File: src/rtl/core/dtq_pkg.sv
// dtq_pkg: shared types and codes of the deadline timer queue
// used by dtq_cell and deadline_timer_queue

package dtq_pkg;

  localparam int TimeW = 64;
  localparam int IdW   = 8;
  localparam int RevW  = 16;

  typedef enum logic [1:0] {
    KIND_TICK   = 2'd0,
    KIND_REQ    = 2'd1,
    KIND_CANCEL = 2'd2,
    KIND_READ   = 2'd3
  } kind_t;

  typedef enum logic [1:0] {
    RES_REQ    = 2'd0,
    RES_EXPIRY = 2'd1,
    RES_CANCEL = 2'd2,
    RES_TIME   = 2'd3
  } res_kind_t;

  typedef enum logic [1:0] {
    ST_OK    = 2'd0,
    ST_MISS  = 2'd1,
    ST_STALE = 2'd2,
    ST_FULL  = 2'd3
  } status_t;

  localparam logic [1:0] REG_PRESCALE = 2'd0;
  localparam logic [1:0] REG_REVISION = 2'd1;

  // operation broadcast to every cell in the same cycle
  typedef struct packed {
    logic             ins;      // insert new entry
    logic             del;      // delete entry matching del_id
    logic             pop;      // remove head
    logic [IdW-1:0]   del_id;
    logic [IdW-1:0]   id;
    logic [TimeW-1:0] dl;
  } cell_op_t;

  // what one cell shows its neighbors
  typedef struct packed {
    logic             valid;
    logic             gone;     // this cell or one before it matched the delete
    logic             le;       // valid and deadline <= new deadline
    logic [IdW-1:0]   id;
    logic [TimeW-1:0] dl;
  } cell_view_t;

endpackage

File: src/rtl/core/dtq_cell.sv
// dtq_cell: one slot of the sorted deadline chain
// depends on dtq_pkg; neighbors pass their view each cycle

module dtq_cell (
  input  logic                clk,
  input  logic                rst,
  input  dtq_pkg::cell_op_t   op,
  input  dtq_pkg::cell_view_t prev,   // cell toward the head
  input  dtq_pkg::cell_view_t next,   // cell toward the tail
  input  logic                first,
  output dtq_pkg::cell_view_t view
);
  import dtq_pkg::*;

  logic             valid;
  logic [IdW-1:0]   id;
  logic [TimeW-1:0] dl;
  logic             match, gone, le;
  logic             p_valid, p_le, p_gone;

  assign p_valid = first ? 1'b1 : prev.valid;
  assign p_le    = first ? 1'b1 : prev.le;
  assign p_gone  = first ? 1'b0 : prev.gone;
  assign match   = op.del && valid && (id == op.del_id);
  assign gone    = p_gone || match;
  assign le      = valid && (dl <= op.dl);

  assign view = '{valid: valid, gone: gone, le: le, id: id, dl: dl};

  // delete and insert are never in the same cycle
  always_ff @(posedge clk) begin
    if (rst) begin
      valid <= 1'b0;
    end else if (op.pop || (op.del && gone)) begin
      valid <= next.valid;
      id    <= next.id;
      dl    <= next.dl;
    end else if (op.ins) begin
      if (!le && p_le && p_valid) begin
        valid <= 1'b1;
        id    <= op.id;
        dl    <= op.dl;
      end else if (!le && !first) begin
        valid <= prev.valid;
        id    <= prev.id;
        dl    <= prev.dl;
      end
    end
  end

  assert property (@(posedge clk) disable iff (rst)
    (!first && valid) |-> prev.valid)
    else $error("hole in deadline chain");
  assert property (@(posedge clk) disable iff (rst)
    (!first && valid) |-> (prev.dl <= dl))
    else $error("deadline chain out of order");
  assert property (@(posedge clk) disable iff (rst)
    (op.pop && first) |-> valid)
    else $error("pop of empty chain");

endmodule

File: src/rtl/core/deadline_timer_queue.sv
// deadline_timer_queue: top level, time counter, request control, cell chain
// depends on dtq_pkg and dtq_cell
//
//  channel  dir  handshake                 payload
//  s_axis   in   s_tvalid / s_tready       kind, request_id, delay, deadline, revision_tag
//  m_axis   out  m_tvalid / m_tready       result_kind, status, result_id, time_value, last
//  apb      in   psel/penable/pwrite/pready prescale_select @0, config_revision @4
//
// requests and cancels: after acceptance, one delete pass over the chain (S_DEL),
// then a decide step (S_DECIDE) that loads the answer; time reads skip the delete pass
// a tick: after acceptance the chain head is checked in S_EXP; each due expiry
// is popped and loaded into the output register, each further one only once the
// output register has emptied (up to 16 per tick); a tick with nothing due gives no result
// one item at a time; the input stalls while a result waits in the output register
// rst is synchronous: chain empty, time and prescale count zero, revision 1

module deadline_timer_queue #(
  parameter int QUEUE_DEPTH = 16
) (
  input  logic         clk,
  input  logic         rst,
  input  logic         s_tvalid,
  output logic         s_tready,
  // request_id[7:0], delay[71:8], deadline[135:72], revision_tag[151:136]
  input  logic [151:0] s_tdata,
  input  logic [1:0]   s_tuser,  // kind
  output logic         m_tvalid,
  input  logic         m_tready,
  output logic [79:0]  m_tdata,  // status[1:0], result_id[9:2], time_value[73:10]
  output logic [1:0]   m_tuser,  // result_kind
  output logic         m_tlast,
  input  logic         psel,
  input  logic         penable,
  input  logic         pwrite,
  input  logic [2:0]   paddr,
  input  logic [31:0]  pwdata,
  output logic [31:0]  prdata,
  output logic         pready
);
  import dtq_pkg::*;

  typedef enum logic [4:0] {
    S_IDLE  = 5'b00001,
    S_DEL   = 5'b00010,
    S_DECIDE= 5'b00100,
    S_EXP   = 5'b01000,
    S_OUT   = 5'b10000
  } state_t;

  state_t state;

  // configuration
  logic [2:0]  prescale_select;
  logic [15:0] config_revision;
  assign pready = 1'b1;
  always_ff @(posedge clk) begin
    if (rst) begin
      prescale_select <= '0;
      config_revision <= 16'd1;
    end else if (psel && penable && pwrite) begin
      if (paddr[2] == REG_REVISION[0]) config_revision <= pwdata[15:0];
      else                             prescale_select <= pwdata[2:0];
    end
  end
  always_comb begin
    prdata = '0;
    if (paddr[2] == REG_REVISION[0]) prdata[15:0] = config_revision;
    else                             prdata[2:0]  = prescale_select;
  end

  // captured item
  kind_t        kind;
  logic [7:0]   rid;
  logic [63:0]  dl;
  logic         stale;

  logic [63:0]  current_time;
  logic [7:0]   prescale_count;
  logic [4:0]   exp_cnt;

  // output register
  logic [1:0]  o_kind, o_status;
  logic [7:0]  o_id;
  logic [63:0] o_time;
  logic        o_last;

  cell_op_t   op;
  cell_view_t views [QUEUE_DEPTH];
  logic       found, found_q, full, head_due;

  assign found    = views[QUEUE_DEPTH-1].gone;
  assign full     = views[QUEUE_DEPTH-1].valid;
  assign head_due = views[0].valid && (views[0].dl <= current_time);

  genvar g;
  generate
    for (g = 0; g < QUEUE_DEPTH; g++) begin : g_cell
      cell_view_t pv, nv;
      if (g == 0) begin : g_h
        assign pv = '0;
      end else begin : g_m
        assign pv = views[g-1];
      end
      if (g == QUEUE_DEPTH-1) begin : g_t
        assign nv = '0;
      end else begin : g_n
        assign nv = views[g+1];
      end
      dtq_cell u_cell (
        .clk(clk), .rst(rst), .op(op), .prev(pv), .next(nv),
        .first(g == 0), .view(views[g])
      );
    end
  endgenerate

  assign s_tready = (state == S_IDLE) && !m_tvalid;
  assign m_tdata  = {6'd0, o_time, o_id, o_status};
  assign m_tuser  = o_kind;
  assign m_tlast  = o_last;

  logic [8:0] div_m1;
  always_comb begin
    div_m1 = (prescale_select == 3'd7) ? 9'd255 : ((9'd1 << prescale_select) - 9'd1);
  end

  // chain operation for this cycle
  // a stale request leaves any queued entry of its id in place
  always_comb begin
    op = '0;
    op.del_id = rid;
    op.id     = rid;
    op.dl     = dl;
    unique case (state)
      S_DEL:    op.del = (kind == KIND_CANCEL) || !stale;
      S_DECIDE: op.ins = (kind == KIND_REQ) && !stale && (dl > current_time) && !full;
      S_EXP:    op.pop = !m_tvalid && head_due;
      default:  ;
    endcase
  end

  always_ff @(posedge clk) begin
    if (rst) begin
      state          <= S_IDLE;
      m_tvalid       <= 1'b0;
      current_time   <= '0;
      prescale_count <= '0;
      exp_cnt        <= '0;
    end else begin
      if (m_tvalid && m_tready) m_tvalid <= 1'b0;
      unique case (state)
        S_IDLE: if (s_tvalid && s_tready) begin
          kind  <= kind_t'(s_tuser);
          rid   <= s_tdata[7:0];
          stale <= (s_tdata[151:136] != 16'd0) && (s_tdata[151:136] != config_revision);
          dl    <= (s_tdata[71:8] != 64'd0) ? current_time + s_tdata[71:8]
                                            : s_tdata[135:72];
          exp_cnt <= '0;
          if (kind_t'(s_tuser) == KIND_TICK) begin
            if ({1'b0, prescale_count} >= div_m1) begin
              prescale_count <= '0;
              current_time   <= current_time + 64'd1;
            end else begin
              prescale_count <= prescale_count + 8'd1;
            end
            state <= S_EXP;
          end else if (kind_t'(s_tuser) == KIND_READ) begin
            state <= S_DECIDE;
          end else begin
            state <= S_DEL;
          end
        end
        S_DEL: begin
          // remember whether the delete pass hit a queued entry
          found_q <= found;
          state   <= S_DECIDE;
        end
        S_DECIDE: begin
          m_tvalid <= 1'b1;
          o_last   <= 1'b1;
          unique case (kind)
            KIND_REQ: begin
              o_kind <= RES_REQ;
              o_id   <= rid;
              if (stale) begin
                o_status <= ST_STALE; o_time <= '0;
              end else begin
                o_time <= dl;
                if (dl <= current_time) o_status <= ST_MISS;
                else if (full)          o_status <= ST_FULL;
                else                    o_status <= ST_OK;
              end
            end
            KIND_CANCEL: begin
              o_kind   <= RES_CANCEL;
              o_id     <= rid;
              o_time   <= current_time;
              o_status <= found_q ? ST_OK : ST_MISS;
            end
            default: begin
              o_kind   <= RES_TIME;
              o_id     <= '0;
              o_time   <= current_time;
              o_status <= ST_OK;
            end
          endcase
          state <= S_IDLE;
        end
        S_EXP: if (!m_tvalid) begin
          if (head_due && exp_cnt != 5'd16) begin
            m_tvalid <= 1'b1;
            o_kind   <= RES_EXPIRY;
            o_status <= ST_OK;
            o_id     <= views[0].id;
            o_time   <= views[0].dl;
            o_last   <= (exp_cnt == 5'd15) || !(views[1].valid && views[1].dl <= current_time);
            exp_cnt  <= exp_cnt + 5'd1;
            if ((exp_cnt == 5'd15) ||
                !(views[1].valid && views[1].dl <= current_time)) state <= S_IDLE;
          end else begin
            state <= S_IDLE;
          end
        end
        default: state <= S_IDLE;
      endcase
    end
  end

  assert property (@(posedge clk) disable iff (rst)
    (m_tvalid && !m_tready) |=> m_tvalid)
    else $error("result dropped while stalled");
  assert property (@(posedge clk) disable iff (rst)
    op.pop |-> head_due)
    else $error("pop of entry not yet due");
  assert property (@(posedge clk) disable iff (rst)
    $onehot0({op.ins, op.del, op.pop}))
    else $error("conflicting chain operations");

endmodule
File: config.mk
export PLATFORM = sky130hd
export DESIGN_NAME = deadline_timer_queue
export DESIGN_NICKNAME = d
export VERILOG_FILES = /design/src/rtl/core/dtq_pkg.sv /design/src/rtl/core/dtq_cell.sv /design/src/rtl/core/deadline_timer_queue.sv
export SDC_FILE = /design/constraint.sdc
export NUM_CORES = 2
export LEC_CHECK = 0
export ABC_CLOCK_PERIOD_IN_PS = 8300
export BUFFER_PORTS_ARGS = -buffer_cell sky130_fd_sc_hd__buf_2
export CORE_UTILIZATION = 50
export DETAILED_ROUTE_END_ITERATION = 16
export PLACE_DENSITY = 0.69
export SLEW_MARGIN = 40
export SYNTH_ARGS = -nofsm -noshare
export SYNTH_HDL_FRONTEND = slang
export SYNTH_SLANG_ARGS = --single-unit
File: constraint.sdc
create_clock -name clk -period 8.3 [get_ports clk]
set_clock_uncertainty 0.15 [all_clocks]
set_input_delay 1.66 -clock clk [delete_from_list [all_inputs] [get_ports clk]]
set_output_delay 1.66 -clock clk [all_outputs]
set_load 0.1 [all_outputs]
==> summary.txt <==
Detailed routing
  • Drt pass-1 iters: 8
  • Via count: a little over 90000
  • DRC: 0
  • Routed Antenna Nets: 0
  • Iteration-0 DRC Markers: ~10000
  • Vias per cell: ~6.7
  • Routed WL per cell: 25.56 microns
  • Final wirelength: between 300000 and 400000 microns

STA
  • Fmax: about 160 MHz
  • Hold Fails Final Rpt: 0
  • Tightest Pin Transition: ~1.1 ns
  • Final Setup Violations: 0
  • TNS Setup: 0 ns
  • Max Slew Vio Count: 0
  • Hold_ws: about 0.34 ns
  • RSZ-0062 raised after global routing: false
  • Final period util: 74.49%
  • Max-slew headroom: 25.91%
  • Minimum clock period: roughly 6 ns

Worst setup path
  • FF-to-FF path depth: 14
  • Reg2reg start: dl[54]$_DFFE_PP_
  • Arrival time at the worst endpoint: roughly 6.6 ns
  • Capturing element type of the critical path: register
  • Max incr delay on CP: 0.82 ns
  • Critical-path maximum fanout: 30
  • CP max stage cell: nor4_1
  • Crit start category: register
  • Req. time, crit path: 8.67 ns
  • FF-to-FF setup slack: 2.12 ns
  • Cell mode on critical path: buf_4
  • Critical path cell sequence: buf_4, inv_1, buf_4, ha_1, nand3_1, or3_1, or4_1, nor4_1, o221ai_1, o211a_1, o21bai_4, buf_4, mux2i_1, o21ai_0
  • Critical path class: register to register
  • FF-to-FF End: g_cell[5].u_cell.dl[21]$_DFFE_PP_

Power
  • Pwr/cell area: 154.9 nW/um^2
  • LEAKAGE: ~44 nW
  • VDD IR max: 215.9 uV

Floorplanning
  • IO Count: 314
  • Die ar.: roughly 210000 sq um
  • Core Area: 208100 sq um
  • Die Wd: ~460 microns
  • Die Span Y: ~460 microns
  • Initial Utilization: between 50% and 60%
  • Std cell rows: between 150 and 200

CTS
  • Htree depth: 4
  • CTS resizes: 0
  • Setup Buffers After CTS: 0
  • Worst-path clk slew: roughly 0.060 ns
  • Root Driver: clkbuf_16
  • Hold buffers post-CTS: 0
  • Longest Clk Path Bufs: 3
  • Clk Latency, worst-skew pair: 0.81 ns
  • CTS Buf Count: between 150 and 200
  • CTS tree: done
  • # clock sinks: 1422

Final layout
  • Fin util: between 50 and 60%
  • Layout Nets: around 12000
  • Area growth from synthesis to layout: 9.862%
  • Layout cells sized above 1: 9.826%
  • # fillers: roughly 18000

Synthesis
  • Post-synth top area cell: edfxtp_1
  • Post-synth top flop: edfxtp_1
  • Most frequent cell after synthesis: edfxtp_1
  • Commonest cells in the netlist: edfxtp_1 (1305), ha_1 (1297), o21ai_0 (1163), nand2_1 (1077), a21oi_1 (851)
  • Post-synth cell types: 86
  • Syn Inst Count: 11010
  • Ys Warns: 0
  • Register area share after synthesis: between 30% and 40%
  • Synth area leaders: edfxtp_1 (37%), ha_1 (15%), mux2i_1 (6.4%)
  • Number of synthesized flops with an enable pin: 1305
  • Cell Area, Synth: roughly 110000 sq um
  • Mean post-synth cell area: approximately 9.5 sq um
  • Yosys reg bits: 1422
  • Top cell type's share of synthesized area: between 30% and 40%
  • Ys async rst share: 0%

Placement
  • Post-DP HPWL: 268700 microns
  • Gpl congestion: 1.017
  • IO buf count: 272

Outcome
  • Status: finished clean

Hold path
  • Hold endpoint: config_revision[4]$_SDFFE_PP0P_
  • Type of the worst min-delay path: register to register
  • Worst hold stages: 2
  • Min-delay src: config_revision[4]$_SDFFE_PP0P_

Global route
  • Largest net degree at the start of global routing: roughly 140
  • Global-route wire length before repair: approximately 530000 microns
  • Overall global routing resource usage: around a third
  • Grt ovf: 0
  • Vias in the first global route: 90300
  • Initial antenna violation count: 21

Job
  • MaxCap Viol Count: 0
-- cell usage in the layout, fill, tap and decap left out, types with 227 or more instances in the layout --
cell,Yosys,routed
buf_2,78,271
ha_1,1297,1297
edfxtp_1,1305,1305
nor2_1,609,601
o21ai_0,1163,1160
nand3_1,553,549
inv_1,228,227
nand2_1,1077,1070
a31oi_1,247,246
a21oi_1,851,833
mux2i_1,668,668
nand4_1,355,355
-- area by class of cell --
cell class	instances	area (sq um)	area share, %
well taps	2788	3488	3.020
repair buffers	544	3796	3.286
flip-flops and latches	1422	41530	35.95
clock buffers	214	4522	3.914
multi-input cells	8600	60390	52.28
inverters	229	859.6	0.7441
clock inverters	84	910.9	0.7885
diodes	9	22.52	0.01950
-- state kept, by name, indices dropped and copies added, names as in the netlist --
signal,count
config_revision,16
current_time,64
dl,64
exp_cnt,5
found_q,1
g_cell.u_cell.dl,1024
g_cell.u_cell.id,128
g_cell.u_cell.valid,16
kind,2
m_tlast,1
m_tuser,2
m_tvalid,1
o_id,8
o_status,2
o_time,64
prescale_count,8
prescale_select,3
rid,8
stale,1
state,4
-- worst max-delay path by stage --
stage                                             start                                  to  slack [ns]  cells after the start
final                                  dl[54]$_DFFE_PP_   g_cell[5].u_cell.dl[21]$_DFFE_PP_        2.12                     14
after global routing                   dl[54]$_DFFE_PP_   g_cell[5].u_cell.dl[21]$_DFFE_PP_        1.99                     14
after CTS                              dl[63]$_DFFE_PP_  g_cell[14].u_cell.dl[14]$_DFFE_PP_        2.38                     14
after detailed placement               dl[63]$_DFFE_PP_  g_cell[14].u_cell.dl[12]$_DFFE_PP_        2.41                     14
after global placement    current_time[50]$_SDFFE_PP0P_   g_cell[7].u_cell.dl[50]$_DFFE_PP_        2.24                     13
after floorplan                        dl[63]$_DFFE_PP_   g_cell[13].u_cell.dl[0]$_DFFE_PP_        0.32                     14
-- through the flow --
step / power [mW] / worst slack [ns] / area (sq um) / std cells
after CTS: 17.86 / 2.381 / 115300 / 13880
after floorplan: 9.505 / 0.3211 / 105200 / 11030
final: 17.89 / 2.117 / 115500 / 13890
after global placement: 10.24 / 2.237 / 109500 / 13560
after detailed placement: 10.36 / 2.407 / 109900 / 13580
after global routing: 18.38 / 1.986 / 115500 / 13880
-- worst max-delay path, delay by kind of cell, from the launching register on --
family	cells	cell delay (ns)
AND/OR/NAND/NOR	4	2.06
AO/OA/AOI/OAI	4	1.48
buffers and inverters	4	1.18
adder cells (fa/ha/maj)	1	0.35
flip-flops	1	0.33
multiplexers	1	0.28
-- routing by layer --
metal | track usage [%] | routed length, microns | vias to the layer above
li1 | - | - | 41690
met5 | 0 | 51 | -
met2 | 51.50 | 162700 | 4419
met3 | 6.376 | 31410 | 1005
met4 | 11.91 | 14280 | 8
met1 | 43.38 | 146500 | 45330
-- cells by family (layout without fill, tap and decap cells) --
logic type	count (synthesis)	count (layout)	share of synthesized area, %
multiplexers	842	842	8.226
AO/OA/AOI/OAI	3079	3079	17.05
XOR/XNOR	218	218	1.816
buffers and inverters	1010	1071	3.812
adder cells (fa/ha/maj)	1298	1298	15.45
other	2	32	0.007142
flip-flops	1422	1422	39.49
AND/OR/NAND/NOR	3140	3140	14.14
-- report_power, final --
group          switching (mW)  internal (mW)  leakage (nW)  total (mW)
logic                    1.66          0.802          29.0        2.47
registers              0.0306           7.79          12.7        7.82
clock network            3.18           4.42          2.66        7.60
total                    4.88           13.0          44.4        17.9
No activity file was read; power rests on OpenSTA's default activity.
